[src/rtl/sbh_pkg.sv]
`default_nettype none
// ----------------------------------------------------------------------------
// sbh_pkg: shared types, constants and helpers for the string bucket hash
// Holds the sequencer state type, the shared ALU opcode type and the byte
// conditioning function used by the hash fold.
// ----------------------------------------------------------------------------
package sbh_pkg;

  localparam int HashW     = 64;
  localparam int BucketW   = 31;
  localparam int ByteW     = 8;
  localparam int DivCntW   = $clog2(HashW);

  localparam logic [BucketW-1:0] BucketReset = BucketW'(1024);
  localparam logic [ByteW-1:0]   UpperA      = 8'h41;
  localparam logic [ByteW-1:0]   UpperZ      = 8'h5A;
  localparam logic [ByteW-1:0]   CaseOffset  = 8'h20;

  localparam int MulShift = 2;
  localparam int SubShift = 3;
  localparam int XorShift = 4;

  typedef enum logic [1:0] {
    ALU_ADD,
    ALU_SUB,
    ALU_XOR
  } alu_op_t;

  typedef enum logic [2:0] {
    ST_IDLE,
    ST_ADD,
    ST_MUL,
    ST_SUB,
    ST_XOR,
    ST_DIV,
    ST_DONE
  } sbh_state_t;

  // Lower-case A..Z only, then sign-extend as a signed char.
  function automatic logic [HashW-1:0] cond_byte(input logic [ByteW-1:0] b);
    logic [ByteW-1:0] c;
    c = b;
    if (b >= UpperA && b <= UpperZ) begin
      c = b + CaseOffset;
    end
    return {{(HashW-ByteW){c[ByteW-1]}}, c};
  endfunction

endpackage
`default_nettype wire

[src/rtl/string_bucket_hash.sv]
`default_nettype none
// ----------------------------------------------------------------------------
// string_bucket_hash: bucket index of a word fed one byte per request
// Folds bytes into a 64-bit running hash and reduces it modulo the bucket
// count when the last byte of a word arrives.
// ----------------------------------------------------------------------------
// Usage:
//   Input channel (in_valid / in_stall): one request carries one byte of a
//   word plus in_last_byte. A request is taken when in_valid is high and
//   in_stall is low. in_stall is high whenever the sequencer is busy.
//   Each byte is taken in the accept cycle, then runs four fold steps (add
//   byte, times 5, minus hash>>3, xor hash<<4), all on one shared 64-bit ALU.
//   On a last byte a restoring remainder follows on the same ALU, one
//   dividend bit per cycle, and the final state then hands the result to
//   the output register. A zero bucket count skips the division.
//   Output channel (out_valid / out_stall): out_bucket_index holds while
//   stalled. The output register frees the sequencer, so the next word's
//   bytes are taken while a result waits; only a second finished result
//   waits in the final state until the first one is taken.
//   Config: cfg_wr_en writes cfg_bucket_count; write only while idle.
//   A bucket count of zero yields index 0.
//   Reset (rst_n low, synchronous): hash cleared, bucket count 1024, no
//   pending result.
// ----------------------------------------------------------------------------
module string_bucket_hash
  import sbh_pkg::*;
(
  input  wire               clk,
  input  wire               rst_n,
  // input channel
  input  wire               in_valid,
  output logic              in_stall,
  input  wire [ByteW-1:0]   in_char_byte,
  input  wire               in_last_byte,
  // result channel
  output logic              out_valid,
  input  wire               out_stall,
  output logic [BucketW-1:0] out_bucket_index,
  // configuration
  input  wire               cfg_wr_en,
  input  wire [BucketW-1:0] cfg_bucket_count
);

  sbh_state_t state_r, state_nxt;

  logic [HashW-1:0]   hash_r, hash_nxt;        // running hash, also dividend
  logic [BucketW-1:0] rem_r, rem_nxt;          // partial remainder
  logic [DivCntW-1:0] cnt_r, cnt_nxt;          // division bit counter
  logic [ByteW-1:0]   byte_r;
  logic               last_r;
  logic [BucketW-1:0] bucket_count_r;
  logic               out_valid_r, out_valid_nxt;
  logic [BucketW-1:0] out_index_r;

  logic               accept;
  logic               load_out;

  alu_op_t            alu_op;
  logic [HashW-1:0]   alu_a, alu_b, alu_y;
  logic               alu_borrow;
  logic [BucketW:0]   trial;                   // shifted remainder, one bit wider

  assign accept   = in_valid && !in_stall;
  assign in_stall = (state_r != ST_IDLE);
  assign trial    = {rem_r, hash_r[HashW-1]};
  assign load_out = (state_r == ST_DONE) && (!out_valid_r || !out_stall);

  assign out_valid        = out_valid_r;
  assign out_bucket_index = out_index_r;

  sbh_alu u_alu (
    .op     (alu_op),
    .a      (alu_a),
    .b      (alu_b),
    .y      (alu_y),
    .borrow (alu_borrow)
  );

  // next state
  always_comb begin
    state_nxt = state_r;
    unique case (state_r)
      ST_IDLE: if (accept) state_nxt = ST_ADD;
      ST_ADD:  state_nxt = ST_MUL;
      ST_MUL:  state_nxt = ST_SUB;
      ST_SUB:  state_nxt = ST_XOR;
      ST_XOR: begin
        if (!last_r) begin
          state_nxt = ST_IDLE;
        end else if (bucket_count_r == '0) begin
          state_nxt = ST_DONE;
        end else begin
          state_nxt = ST_DIV;
        end
      end
      ST_DIV:  if (cnt_r == '0) state_nxt = ST_DONE;
      ST_DONE: if (load_out) state_nxt = ST_IDLE;
      default: state_nxt = ST_IDLE;
    endcase
  end

  // ALU operand selection and datapath updates
  always_comb begin
    alu_op   = ALU_ADD;
    alu_a    = hash_r;
    alu_b    = '0;
    hash_nxt = hash_r;
    rem_nxt  = rem_r;
    cnt_nxt  = cnt_r;
    unique case (state_r)
      ST_IDLE: begin
        rem_nxt = '0;
        cnt_nxt = DivCntW'(HashW - 1);
      end
      ST_ADD: begin
        alu_b    = cond_byte(byte_r);
        hash_nxt = alu_y;
      end
      ST_MUL: begin
        alu_b    = hash_r << MulShift;
        hash_nxt = alu_y;
      end
      ST_SUB: begin
        alu_op   = ALU_SUB;
        alu_b    = hash_r >> SubShift;
        hash_nxt = alu_y;
      end
      ST_XOR: begin
        alu_op = ALU_XOR;
        alu_b  = hash_r << XorShift;
        // zero bucket count: skip the division, hash cleared, index 0
        if (last_r && bucket_count_r == '0) begin
          hash_nxt = '0;
        end else begin
          hash_nxt = alu_y;
        end
      end
      ST_DIV: begin
        // restoring step: shift in the next dividend bit, subtract if it fits
        alu_op   = ALU_SUB;
        alu_a    = HashW'(trial);
        alu_b    = HashW'(bucket_count_r);
        hash_nxt = hash_r << 1;  // dividend drains to zero, clearing the hash
        rem_nxt  = alu_borrow ? trial[BucketW-1:0] : alu_y[BucketW-1:0];
        cnt_nxt  = cnt_r - 1'b1;
      end
      ST_DONE: ;
      default: ;
    endcase
  end

  always_comb begin
    out_valid_nxt = out_valid_r;
    if (load_out) begin
      out_valid_nxt = 1'b1;
    end else if (!out_stall) begin
      out_valid_nxt = 1'b0;
    end
  end

  always_ff @(posedge clk) begin
    if (!rst_n) begin
      state_r        <= ST_IDLE;
      hash_r         <= '0;
      bucket_count_r <= BucketReset;
      out_valid_r    <= 1'b0;
    end else begin
      state_r     <= state_nxt;
      hash_r      <= hash_nxt;
      out_valid_r <= out_valid_nxt;
      if (cfg_wr_en) begin
        bucket_count_r <= cfg_bucket_count;
      end
    end
  end

  always_ff @(posedge clk) begin
    rem_r <= rem_nxt;
    cnt_r <= cnt_nxt;
    if (accept) begin
      byte_r <= in_char_byte;
      last_r <= in_last_byte;
    end
    if (load_out) begin
      out_index_r <= rem_r;
    end
  end

  // --------------------------------------------------------------------------
  // Assertions
  // --------------------------------------------------------------------------
  a_accept_starts_fold: assert property (@(posedge clk) disable iff (!rst_n)
    accept |=> (state_r == ST_ADD))
    else $error("accepted byte did not start the fold");

  a_div_ends: assert property (@(posedge clk) disable iff (!rst_n)
    (state_r == ST_DIV && cnt_r == '0) |=> (state_r == ST_DONE))
    else $error("division did not finish after the last bit");

  a_hash_cleared: assert property (@(posedge clk) disable iff (!rst_n)
    (state_r == ST_DONE) |-> (hash_r == '0))
    else $error("running hash not cleared at end of word");

  a_index_in_range: assert property (@(posedge clk) disable iff (!rst_n)
    (load_out && bucket_count_r != '0) |=>
      (out_valid_r && out_index_r < $past(bucket_count_r)))
    else $error("bucket index not below bucket count");

endmodule
`default_nettype wire

[src/rtl/sbh_alu.sv]
`default_nettype none
// ----------------------------------------------------------------------------
// sbh_alu: shared 64-bit add / subtract / xor unit
// This one unit serves every fold step and every restoring-division step.
// Borrow flags a negative difference for the division compare.
// ----------------------------------------------------------------------------
module sbh_alu
  import sbh_pkg::*;
(
  input  wire alu_op_t          op,
  input  wire logic [HashW-1:0] a,
  input  wire logic [HashW-1:0] b,
  output logic      [HashW-1:0] y,
  output logic                  borrow
);

  logic [HashW:0] diff;

  assign diff = {1'b0, a} - {1'b0, b};

  always_comb begin
    borrow = 1'b0;
    unique case (op)
      ALU_ADD: y = a + b;
      ALU_SUB: begin
        y      = diff[HashW-1:0];
        borrow = diff[HashW];
      end
      ALU_XOR: y = a ^ b;
      default: y = a;
    endcase
  end

endmodule
`default_nettype wire
[config.mk]
export PLATFORM = sky130hd
export DESIGN_NAME = string_bucket_hash
export DESIGN_NICKNAME = d
export VERILOG_FILES = /design/src/rtl/sbh_pkg.sv /design/src/rtl/string_bucket_hash.sv /design/src/rtl/sbh_alu.sv
export SDC_FILE = /design/constraint.sdc
export NUM_CORES = 1
export LEC_CHECK = 0
export ABC_AREA = 0
export BUFFER_PORTS_ARGS = -buffer_cell sky130_fd_sc_hd__buf_2
export CAP_MARGIN = 20
export CELL_PAD_IN_SITES_DETAIL_PLACEMENT = 1
export CELL_PAD_IN_SITES_GLOBAL_PLACEMENT = 2
export CORE_MARGIN = 5
export CORE_UTILIZATION = 35
export CTS_BUF_LIST = sky130_fd_sc_hd__clkbuf_4
export DETAILED_ROUTE_END_ITERATION = 16
export MAX_ROUTING_LAYER = met4
export PLACE_DENSITY = 0.8
export SYNTH_ARGS = -nofsm -noshare
export SYNTH_HDL_FRONTEND = slang
export SYNTH_SLANG_ARGS = --single-unit
[constraint.sdc]
create_clock -name clk -period 7.9 [get_ports clk]
set_input_delay 1.58 -clock clk [delete_from_list [all_inputs] [get_ports clk]]
set_output_delay 1.58 -clock clk [all_outputs]
set_load 0.1 [all_outputs]
==> results of run 1 <==
Yosys cell counts, drive strengths merged (57+ instances only):
cell / n
and2: 69
buf: 62
nor2: 179
a221oi: 91
nor2b: 71
clkbuf: 98
dfxtp: 99
a21oi: 197
ha: 136
edfxtp: 77
mux2i: 57
inv: 142
o21ai: 117
nand2: 199
power groups by stage:
| stage | sequential, W | combinational [W] | clock (W) |
|---|---|---|---|
| floorplan | 0.00113 | 0.00148 | 0 |
| global placement | 0.00122 | 0.00206 | 0 |
| detailed placement | 0.00123 | 0.00208 | 0 |
| CTS | 0.00121 | 0.00209 | 0.000667 |
| global route | 0.00122 | 0.00229 | 0.000697 |
| finish | 0.00121 | 0.00213 | 0.000644 |
worst max-delay path by stage:
stage                     startpoint    endpoint  slack [ps]  cells after the start
after floorplan            byte_r[3]   rem_r[10]        3190                     22
after global placement    state_r[2]  hash_r[59]        1300                     18
after detailed placement  state_r[1]   rem_r[29]        1160                     17
after CTS                 state_r[1]   rem_r[29]        1130                     17
after global routing      state_r[1]   rem_r[29]         600                     17
final                     state_r[1]   rem_r[29]         950                     17
through the flow:
| stage | util [%] | cells | worst slack [ps] | hold WS [ps] |
|---|---|---|---|---|
| after detailed placement | 37.1 | 2878 | 1160 | 463 |
| after CTS | 37.8 | 2910 | 1130 | 500 |
| after floorplan | - | 2255 | 3190 | 426 |
| final | 37.8 | 2915 | 952 | 505 |
| after global routing | 37.8 | 2915 | 604 | 525 |
| after global placement | 37.1 | 2878 | 1300 | 462 |
registers in the layout (all words and copies together), names as in the netlist, 3 cells and up:
name	flops
hash_r	64
cnt_r	6
state_r	3
byte_r	8
bucket_count_r	31
out_bucket_index	31
rem_r	31
cell type report:
cell class                      count  share of cell area [%]
Inverter                          142                    2.81
Antenna cell                        5                  0.0660
Clock inverter                     15                    1.12
Sequential cell                   176                    22.6
Multi-Input combinational cell   1777                    64.9
Tap cell                          672                    4.43
Clock buffer                       17                   0.673
Timing Repair Buffer              111                    3.38
critical path: cells and delay by family (launching register included):
family	cells	cell delay, ps
AOI/OAI and AO/OA	9	2760
and+or+nand+nor	5	1700
DFF	1	910
adders and majority gates	1	540
buffers and inverters	1	460
muxes	1	230
routing by layer:
metal / vias up / part of all wire, % / track usage [%]
li1: 8296 / - / -
met1: 9187 / 46 / 36.8
met2: 655 / 46 / 44.7
met3: 115 / 5.7 / 3.75
met4: 0 / 2.3 / 6.86
met5: - / 0 / -
cell families after synthesis:
logic type	count (synthesis)	share of synthesized area [%]
buffers and inverters	302	7.17
AOI/OAI and AO/OA	752	30.0
DFF	176	24.2
and+or+nand+nor	744	21.0
xor gates and xnor gates	56	2.76
muxes	87	5.11
adders and majority gates	138	9.80
==> results.md, run 1 <==
Status:
- The flow ran to the end, and the final reports show no timing, DRC or antenna violations.

Yosys:
- After synthesis, the netlist uses 99 different library cells.
- After synthesis the netlist holds a flip-flop and latch count of between 150 and 200.
- After synthesis, the share of flip-flops with an asynchronous set or reset is 0%.
- The warning count from the yosys run is 0.
- The sequential element share of the synthesized area is about a quarter.
- The leading register cell type out of synthesis is sky130_fd_sc_hd__dfxtp_1.
- A synthesized cell averages between 7 and 8 sq um.
- Ranked by total cell area, the synthesized netlist is headed by sky130_fd_sc_hd__edfxtp_1 13%, sky130_fd_sc_hd__dfxtp_1 11%, sky130_fd_sc_hd__ha_1 9.6%, sky130_fd_sc_hd__a21oi_1 5.5%, sky130_fd_sc_hd__a221oi_1 4.4%.
- The top cell type by area accounts for approximately an eighth of the synthesized area.
- Summing every instance area after synthesis gives 0.0178 sq mm.
- The synthesized netlist net count is between 2000 and 2500.
- The post-synthesis instance total is 2255.
- In this run, synthesis inferred 77 flip-flops with an integrated enable.
- The biggest area contributor in the post-synthesis netlist is sky130_fd_sc_hd__edfxtp_1.

Global routing:
- The total routing resource utilization after global routing is 27.6%.
- The number of global-route vias before repair came to roughly 19000.
- The first global-routing pass estimated 117000 um of wire.
- The initial antenna violation count was 2.
- The total grt overflow is 0.
- Entering global routing, the biggest net connects a little under 100 pins.

Routing:
- The via count is 18300.
- In the routed design, unresolved DRC markers number 0.
- The vias per cell is ~6.3.
- The final routed wire length divided by cell count is between 20 and 30 um.
- The number of antenna-violating nets in the routed design is 0.
- The number of design-rule violations left by the first detailed-router iteration is roughly 1600.
- The final routed wirelength across all metal layers is just under 80000 um.
- The pre-antenna-repair detailed-routing pass consisted of 5 iterations.

Die:
- The die outline height is 235 um.
- The top-level I/O count is 78.
- The initial core utilization is between 30% and 40%.
- In this run the horizontal extent of the chip is 235 um.
- The floorplan die area is 0.0554 sq mm.
- The number of placement rows is 82.
- After floorplanning, the core was sized to cover 0.0502 sq mm.

Hold path:
- The hold path startpoint is rem_r[10].
- The number of cells on the worst hold path is 0.
- The worst hold-check path type is register to register.
- The hold-critical path endpoint is out_bucket_index[10].

Finish:
- In the final layout, the multi-input gates occupy between 0.01 and 0.015 sq mm.
- The share of post-route cells with drive strength above 1 is ~11%.
- Leaving out fill and tap cells, the most frequent cells in the layout are 195 x sky130_fd_sc_hd__nand2_1, 195 x sky130_fd_sc_hd__a21oi_1, 174 x sky130_fd_sc_hd__nor2_1.
- The finished cells cover 0.0190 sq mm.
- The number of inserted filler cells in the final layout is ~6000.
- The synthesis-to-finish area growth is 6.73%.
- The net count reported at finish is ~2400.
- The sequential cell area in the final layout is about 0.0043 sq mm.

Clock network:
- The TritonCTS clock tree is yes.
- At the later pin of the worst-skew pair, clock insertion delay measures roughly 800 ps.
- The register clock-pin slew on the reported worst setup and hold paths is 170 ps.
- The post-cts gate resize count is 0.
- The maximum number of buffers from clock root to sink is 2.
- The cell sitting at the root of the clock tree is a sky130_fd_sc_hd__clkbuf_4.
- The clock tree synthesis step divided the H-tree into 4 levels.
- In this run, post-CTS hold repair placed 0 buffers.
- Post-CTS timing repair inserted 0 buffers for setup.
- Counting the buffers created by CTS gives 17.
- The number of sinks handled by clock tree synthesis is approximately 180.

Critical path:
- The critical path's slowest cell is sky130_fd_sc_hd__nor2_2.
- The worst setup path is captured at a register.
- The cell count of the worst reg-to-reg path is 17.
- The worst setup path is launched from a register.
- The data arrival time of the critical path is 7460 ps.
- The startpoint-to-endpoint class of the critical path is register to register.
- The worst register-to-register path ends at rem_r[29].
- Of all nets on the critical path, the largest fanout is 25.
- The origin of the critical flop-to-flop path is state_r[1].
- Walking the worst path, the cells encountered are nand2b_1 > nor2_2 > a22o_1 > a221oi_1 > and2_1 > ha_1 > nand2_1 > a21oi_1 > o21ai_2 > o311a_1 > o31ai_4 > a221o_1 > a311oi_2 > o21ai_4 > buf_4 > mux2i_1 > nor2_1.
- The data required time of the worst path is between 8000 and 9000 ps.
- In this run the register-to-register setup slack is 950 ps.
- On the worst path, the slowest cell contributes a delay of around 940 ps.

Pwr:
- The internal portion of the total power is about 0.0020 W.
- After layout, the design draws a total of 0.00398 W.
- Dividing total power by cell area gives a power density of 210 mW/mm^2.
- The leakage power summed over all cells is a little over 8 nW.
- Summed over all nets, the switching power comes to between 0.0015 and 0.002 W.
- In this run switching power makes up approximately half of total power.
- The register share of total power is around 30%.
- Combinational cells account for roughly 53% of the total power.
- IR analysis of the VDD net gives a maximum drop of between 0.1 and 0.15 mV.
- Per report_power, the clock group accounts for roughly 16% of the total.

Timing:
- The worst path needs a little under 7000 ps of the cycle, external delays included.
- The number of hold violations in the final report came to 0.
- The part of the cycle the worst path needs is between 80 and 90%.
- The final clock skew is 40.7 ps.
- Setup violations remaining at the end of the flow were counted as 0.
- The final max-slew violation count is 0.
- The slew at the pin closest to its max-slew limit is approximately 1100 ps.
- The aggregate negative setup slack is 0 ps.
- Setup repair after global routing left no endpoint under its margin.
- The maximum frequency from static timing analysis is between 100 and 150 MHz.
- In this run the tightest slew margin relative to its limit is 23.9%.

Placement:
- After detailed placement, the total cell area comes to ~0.019 sq mm.
- The final weighted congestion in routability-driven placement is 0.987.
- The half-perimeter wire length of the detailed placement result is 58600 um.
- Buffers placed on the I/O ports in this run total a little under 80.

Flow run:
- Across the run, the number of max-cap violations was 0.
Power figures use the tool's default switching activity.
==> run 2: changes to the inputs <==
--- a/config.mk
+++ b/config.mk
@@ -7,7 +7,6 @@
 export LEC_CHECK = 0
 export ABC_AREA = 0
 export BUFFER_PORTS_ARGS = -buffer_cell sky130_fd_sc_hd__buf_2
-export CAP_MARGIN = 20
 export CELL_PAD_IN_SITES_DETAIL_PLACEMENT = 1
 export CELL_PAD_IN_SITES_GLOBAL_PLACEMENT = 2
 export CORE_MARGIN = 5
@@ -16,6 +15,7 @@
 export DETAILED_ROUTE_END_ITERATION = 16
 export MAX_ROUTING_LAYER = met4
 export PLACE_DENSITY = 0.8
+export RECOVER_POWER = 100
 export SYNTH_ARGS = -nofsm -noshare
 export SYNTH_HDL_FRONTEND = slang
 export SYNTH_SLANG_ARGS = --single-unit
==> results.md, run 2 (same netlist as run 1, synthesis figures left out) <==
Status:
- The run finished, with violations left.
- The checks that failed: max-capacitance violations, max-slew violations.

Pwr:
- In this run the static leakage power is between 8 and 9 nW.
- The power density over the cells is between 200 and 250 mW/mm^2.
- VDD sags by at most between 0.1 and 0.15 mV.

Routing:
- The final routed wirelength across all metal layers is ~77000 um.
- The routed layout has about 18000 vias.
- The remaining routing DRC violations is 0.
- The first detailed-routing pass took 6 iterations.
- The number of design-rule violations left by the first detailed-router iteration is ~1600.
- In this run the remaining antenna-violating nets after routing total 0.
- The vias per cell is ~6.3.
- Dividing the detail-routed wire length by the instance count gives about 27 um.

Clock network:
- The count of hold-fix buffers inserted at cts is 0.
- The depth of the CTS H-tree is 4.
- The register clock-pin slew on the reported worst setup and hold paths is around 170 ps.
- The number of clock buffers added by TritonCTS is 17.
- The longest clock path from root to sink contains 2 buffers.
- The number of sinks handled by clock tree synthesis is around 180.
- TritonCTS built the clock tree.
- At the later pin of the worst-skew pair, clock insertion delay measures between 700 and 800 ps.
- After clock tree synthesis, the repair step resized 0 gates.
- Buffers added to address setup during post-CTS repair amount to 0.
- The library cell used as clock root buffer is sky130_fd_sc_hd__clkbuf_4.

Placement:
- In this run, placement finished with an instance count of about 2900.
- The count of buffers inserted at the top-level ports is 77.
- The congestion estimate from routability-driven global placement came to around 0.99.
- The worst setup slack before clock tree synthesis is ~1200 ps.
- The wire-length estimate of the detail-placed layout is between 50000 and 60000 um.

Critical path:
- The data required time of the worst path is ~8600 ps.
- The data arrival time of the critical path is around 8000 ps.
- The startpoint-to-endpoint class of the critical path is register to register.
- The kind of start point of the critical path is a register.
- The biggest fanout along the worst timing path is 21.
- The critical path capture point type is a register.

Timing:
- Setup repair after global routing left no endpoint under its margin.
- Setup violations remaining at the end of the flow were counted as 0.
- Summed over all failing endpoints, the final setup total negative slack is 0 ps.
- The worst slew margin relative to its limit is -198%.
- The part of the cycle the worst path needs is between 90% and 100%.
- The smallest clock period supported by the final layout is computed as 7170 ps.
- For this run, the top clock speed supported by timing is ~140 MHz.
- The smallest setup slack after layout is approximately 730 ps.
- Across all hold checks on the routed design, the worst slack comes to a little over 500 ps.
- The number of hold violations in the final report was 0.
- The final max-slew violation count is 168.
- For the final database, setup skew stands at about 43 ps.
- At the pin with the least slew margin, the transition time is ~4500 ps.

Die:
- The die extent in x is 235 um.
- The core region is 0.0502 sq mm.
- The number of placement rows is around 80.
- The die outline height is between 200 and 250 um.
- The die covers about 0.055 sq mm.
- Pin placement for this block handled 78 I/O pins.
- For this configuration, the core starts out at a cell density of approximately 35%.

Finish:
- Once layout is complete, the cells apart from fillers number slightly below 3000.
- In the final layout, the share of cells above drive strength 1 is ~8.2%.
- Relative to the synthesized area, the layout overhead comes to 5.86%.
- Once layout is complete, the utilization of the core stands at 37.5%.
- The net count reported at finish is between 2000 and 2500.
- Ranked by flip-flop count, first place goes to hash_r.
- The most common library cell in the layout ignoring fill and taps is sky130_fd_sc_hd__nand2_1.
- The register with the most flip-flops in the layout has 64 of them.
- In the layout the commonest cells are 196 x sky130_fd_sc_hd__nand2_1, 195 x sky130_fd_sc_hd__a21oi_1, 174 x sky130_fd_sc_hd__nor2_1.

Global routing:
- The initial antenna violation count is 2.
- The first global-routing pass estimated 117000 um of wire.
- The total grt overflow is 0.
- The number of global-route vias before repair came to between 15000 and 20000.
- Across every metal layer, demand over resource in global routing totals between 20% and 30%.
- Entering global routing, the biggest net connects just under 100 pins.

Flow run:
- Across the run, the number of max-cap violations was 3.

Hold path:
- The worst hold-check path type is register to register.
## run 2: metal layers
metal / routed length (um) / share of wire (%) / vias up / track usage, %
met1: 35000 / 45 / 9149 / 36.8
met5: 0 / 0 / - / -
met3: 4660 / 6.0 / 130 / 3.75
met4: 1880 / 2.4 / 0 / 6.86
li1: - / - / 8311 / -
met2: 35700 / 46 / 646 / 44.7
## run 2: where the power goes
| group | internal [W] | leakage [nW] | switching (W) |
|---|---|---|---|
| registers | 0.00105 | 1.56 | 0.000165 |
| clock network | 0.000236 | 0.176 | 0.000411 |
| logic | 0.000708 | 6.35 | 0.00141 |
| total | 0.00199 | 8.09 | 0.00198 |
## run 2: area by class of cell
cell class,count,area (sq um)
antenna,5,12.5
inverter,142,533
tap,672,841
clock inverter,15,213
fill,6144,31400
clock buffer,17,128
sequential,176,4300
multi-input combinational,1777,12200
timing repair buffer,111,572
## run 2: worst paths after layout
check             startpoint              endpoint  slack, ps  cells past startpoint
setup / recovery  state_r[1]            hash_r[59]        730                     17
setup reg to reg  state_r[1]            hash_r[59]        730                     17
hold / removal     rem_r[12]  out_bucket_index[12]        510                      0
hold reg to reg    rem_r[12]  out_bucket_index[12]        510                      0
## run 2: critical path, cell delays in order (launching register included)
cell and delay [ps]:
sky130_fd_sc_hd__dfxtp_1 930, sky130_fd_sc_hd__nand2b_1 360, sky130_fd_sc_hd__nor2_2 800, sky130_fd_sc_hd__clkbuf_1 610, sky130_fd_sc_hd__a221oi_1 170, sky130_fd_sc_hd__and2_0 230, sky130_fd_sc_hd__ha_1 630, sky130_fd_sc_hd__nand2_1 230
sky130_fd_sc_hd__nor4_2 390, sky130_fd_sc_hd__a2111oi_0 150, sky130_fd_sc_hd__nor4_1 490, sky130_fd_sc_hd__o311ai_0 530, sky130_fd_sc_hd__a211oi_1 790, sky130_fd_sc_hd__or2_1 220, sky130_fd_sc_hd__nor2_1 70, sky130_fd_sc_hd__o31a_1 270
sky130_fd_sc_hd__o21ai_1 140, sky130_fd_sc_hd__a21boi_1 70
## run 2: stage by stage
step	power [W]	area, sq um
floorplan	0.00261	17800
detailed placement	0.00330	18600
finish	0.00397	18800
global placement	0.00328	18600
CTS	0.00396	19000
global route	0.00419	18800
==> run 3: changes to the inputs <==
--- a/config.mk
+++ b/config.mk
@@ -9,6 +9,7 @@
 export BUFFER_PORTS_ARGS = -buffer_cell sky130_fd_sc_hd__buf_2
 export CELL_PAD_IN_SITES_DETAIL_PLACEMENT = 1
 export CELL_PAD_IN_SITES_GLOBAL_PLACEMENT = 2
+export CORE_ASPECT_RATIO = 0.6
 export CORE_MARGIN = 5
 export CORE_UTILIZATION = 35
 export CTS_BUF_LIST = sky130_fd_sc_hd__clkbuf_4
==> results.md, run 3 (same netlist as run 1, synthesis figures left out) <==
Timing:
- The time the final worst path needs with I/O delays and setup is between 7000 and 8000 ps.
- The number of hold violations in the final report is 0.
- The aggregate negative setup slack is 0 ps.
- In this run the tightest slew margin relative to its limit is -168%.
- Setup violations remaining at the end of the flow were counted as 0.
- The final critical path takes up 97.0% of the cycle.
- Setup repair after global routing left no endpoint under its margin.
- The slew at the pin closest to its max-slew limit is 4010 ps.
- Derived from the worst setup path, the maximum achievable clock frequency is 131 MHz.
- The final max-slew violation count is approximately 260.
- The final clock skew is about 68 ps.

Status:
- The flow ran to the end, but the final reports show violations.
- The final reports fail on max-capacitance violations, max-slew violations.

Critical path:
- The cell depth of the worst setup path is 16.
- The kind of start point of the critical path is a register.
- The biggest fanout along the worst timing path is 21.
- The data required time of the worst path is 8510 ps.
- Data on the critical path arrives at its endpoint at 8270 ps.
- The critical path capture point type is a register.
- The buffers plus inverters on the worst setup path is 1.
- In this design, the largest share of critical-path delay is due to simple AND/OR/NAND/NOR gates.
- The largest single stage delay on the critical path is between 1000 and 1500 ps.
- The signal on the critical path passes through nand2b_1 > nor2_1 > buf_4 > a22o_1 > a221oi_1 > and2_0 > ha_1 > nor2_1 > nand3_1 > nor4b_1 > o2111ai_1 > a2111oi_0 > o21ai_1 > a21oi_1 > mux2i_1 > o211ai_1.
- The cell count of the worst reg-to-reg path is 16.
- On the critical path, the stage with the largest delay is an instance of sky130_fd_sc_hd__nor2_1.
- The critical path in this run is classified as register to register.
- By instance count, the cell type seen most on the critical path is sky130_fd_sc_hd__nor2_1.

Die:
- From bottom edge to top edge, the die measures 185 um.
- The top-level I/O count is 78.
- From left edge to right edge, the die measures 301 um.
- The number of placement rows is 64.
- The initial utilization of the core area, before any placement, comes to between 30% and 40%.
- The area of the core is ~0.051 sq mm.
- The floorplan die area is around 0.056 sq mm.

Clock network:
- The register clock-pin slew on the reported worst setup and hold paths is about 230 ps.
- The CTS buffer count is 17.
- Post-CTS repair changed the size of 0 cells.
- For this design, the sink count on the clock tree is 176.
- The depth of the CTS H-tree is 4.
- Clock tree synthesis selected as its root buffer the cell sky130_fd_sc_hd__clkbuf_4.
- In this run the deepest clock path goes through 2 buffers.
- The worst-skew pair later-pin latency is approximately 710 ps.
- The TritonCTS clock tree is yes.
- The number of buffers inserted to repair setup after CTS is 0.
- The count of hold-fix buffers inserted at cts is 0.

Finish:
- The share of post-route cells with drive strength above 1 is 8.08%.
- The flip-flop count of the largest register, all copies and words added is 64.
- The final non-filler cell total is approximately 2900.
- The synthesis-to-finish area growth is 6.04%.
- In the layout the commonest cells are 196 x sky130_fd_sc_hd__nand2_1, 195 x sky130_fd_sc_hd__a21oi_1, 175 x sky130_fd_sc_hd__nor2_1.
- The register with the highest flop count is hash_r.
- At the end of the flow, the number of nets in the layout was 2411.
- The library cell used most frequently in the layout, excluding fill and tap cells, is sky130_fd_sc_hd__nand2_1.

Global routing:
- The total grt overflow is 0.
- Entering global routing, the biggest net connects between 70 and 80 pins.
- The total routing resource utilization after global routing is 30.7%.
- The initial antenna violation count is 2.
- The number of global-route vias before repair was ~18000.
- The global-route wire length before repair is between 100000 and 150000 um.

Routing:
- The number of detailed-route iterations in the first pass is 6.
- The number of antenna-violating nets in the routed design is 0.
- The number of design-rule violations left by the first detailed-router iteration is 2025.
- Wires add up to between 80000 and 90000 um.
- The remaining routing DRC violations is 0.
- In the routed layout, each cell is associated on average with a via count of roughly 6.4.
- For this block, the via count after detailed routing is between 15000 and 20000.
- The final routed wire length divided by cell count is about 29 um.

Hold path:
- Counting instances, the worst hold path has a depth of 0.
- The tightest min-delay check is of the register to register type.

Pwr:
- In this run the power density over the cells is 215 mW/mm^2.
- The largest vdd supply drop is between 0.09 and 0.1 mV.
- For this design the static power due to leakage is between 8 and 9 nW.

Placement:
- The wire-length estimate of the detail-placed layout is 64600 um.
- The final weighted congestion in routability-driven placement is approximately 1.0.
- The count of buffers inserted at the top-level ports is 77.
- The count of placed standard cells including taps is around 2900.

Flow run:
- The number of violations of the max-capacitance limit is 8.
-- run 3: cell count changes in the layout (fill, tap and decap cells not counted), sizes merged --
cell / change
clkinv: +6
clkbuf: +4
diode: -4
bufinv: -2
clkinvlp: -2
inv: -2
buf: -1
-- run 3: power by group --
part,switching [W],internal [W]
combinational,0.00151,0.000704
clock,0.000448,0.000180
sequential,0.000173,0.00105
-- run 3: metrics by stage --
step	instance area [sq um]	util [%]	setup slack (ps)	hold slack, ps	total power, W
6_report	18800	37.2	239	498	0.00406
5_1_grt	18800	37.2	296	518	0.00426
4_1_cts	19000	37.6	1010	493	0.00399
3_5_place_dp	18700	36.9	1030	466	0.00336
3_3_place_gp	18700	36.9	1090	449	0.00334
2_1_floorplan	17800	-	3190	426	0.00261
-- run 3: final cells by class --
class	count	area (sq um)
fill	6205	31800
multi-input combinational	1777	12200
sequential	176	4300
tap	693	867
timing repair buffer	114	614
inverter	142	533
clock inverter	15	196
clock buffer	17	128
antenna	1	2.50
-- run 3: final timing paths --
path	startpoint	endpoint	slack, ps
worst max register to register	state_r[1]	hash_r[56]	240
worst max-delay path	state_r[1]	hash_r[56]	240
worst min-delay path	rem_r[13]	out_bucket_index[13]	500
worst min register to register	rem_r[13]	out_bucket_index[13]	500
-- run 3: worst register-to-register path: cells and delay by family (launching register included) --
| family | cells | cell delay, ps |
|---|---|---|
| buffers and inverters | 1 | 360 |
| AOI/OAI and AO/OA | 7 | 2470 |
| adders and majority gates | 1 | 470 |
| and+or+nand+nor | 6 | 3440 |
| DFF | 1 | 630 |
| muxes | 1 | 220 |
-- run 3: layer usage --
| metal | vias up | track usage, % | wire, um | share of wire [%] |
|---|---|---|---|---|
| met2 | 864 | 39.6 | 31900 | 38 |
| met5 | - | - | 0 | 0 |
| met1 | 9529 | 46.8 | 42900 | 51 |
| met4 | 0 | 4.20 | 768 | 0.91 |
| met3 | 56 | 9.61 | 9300 | 11 |
| li1 | 8286 | - | - | - |
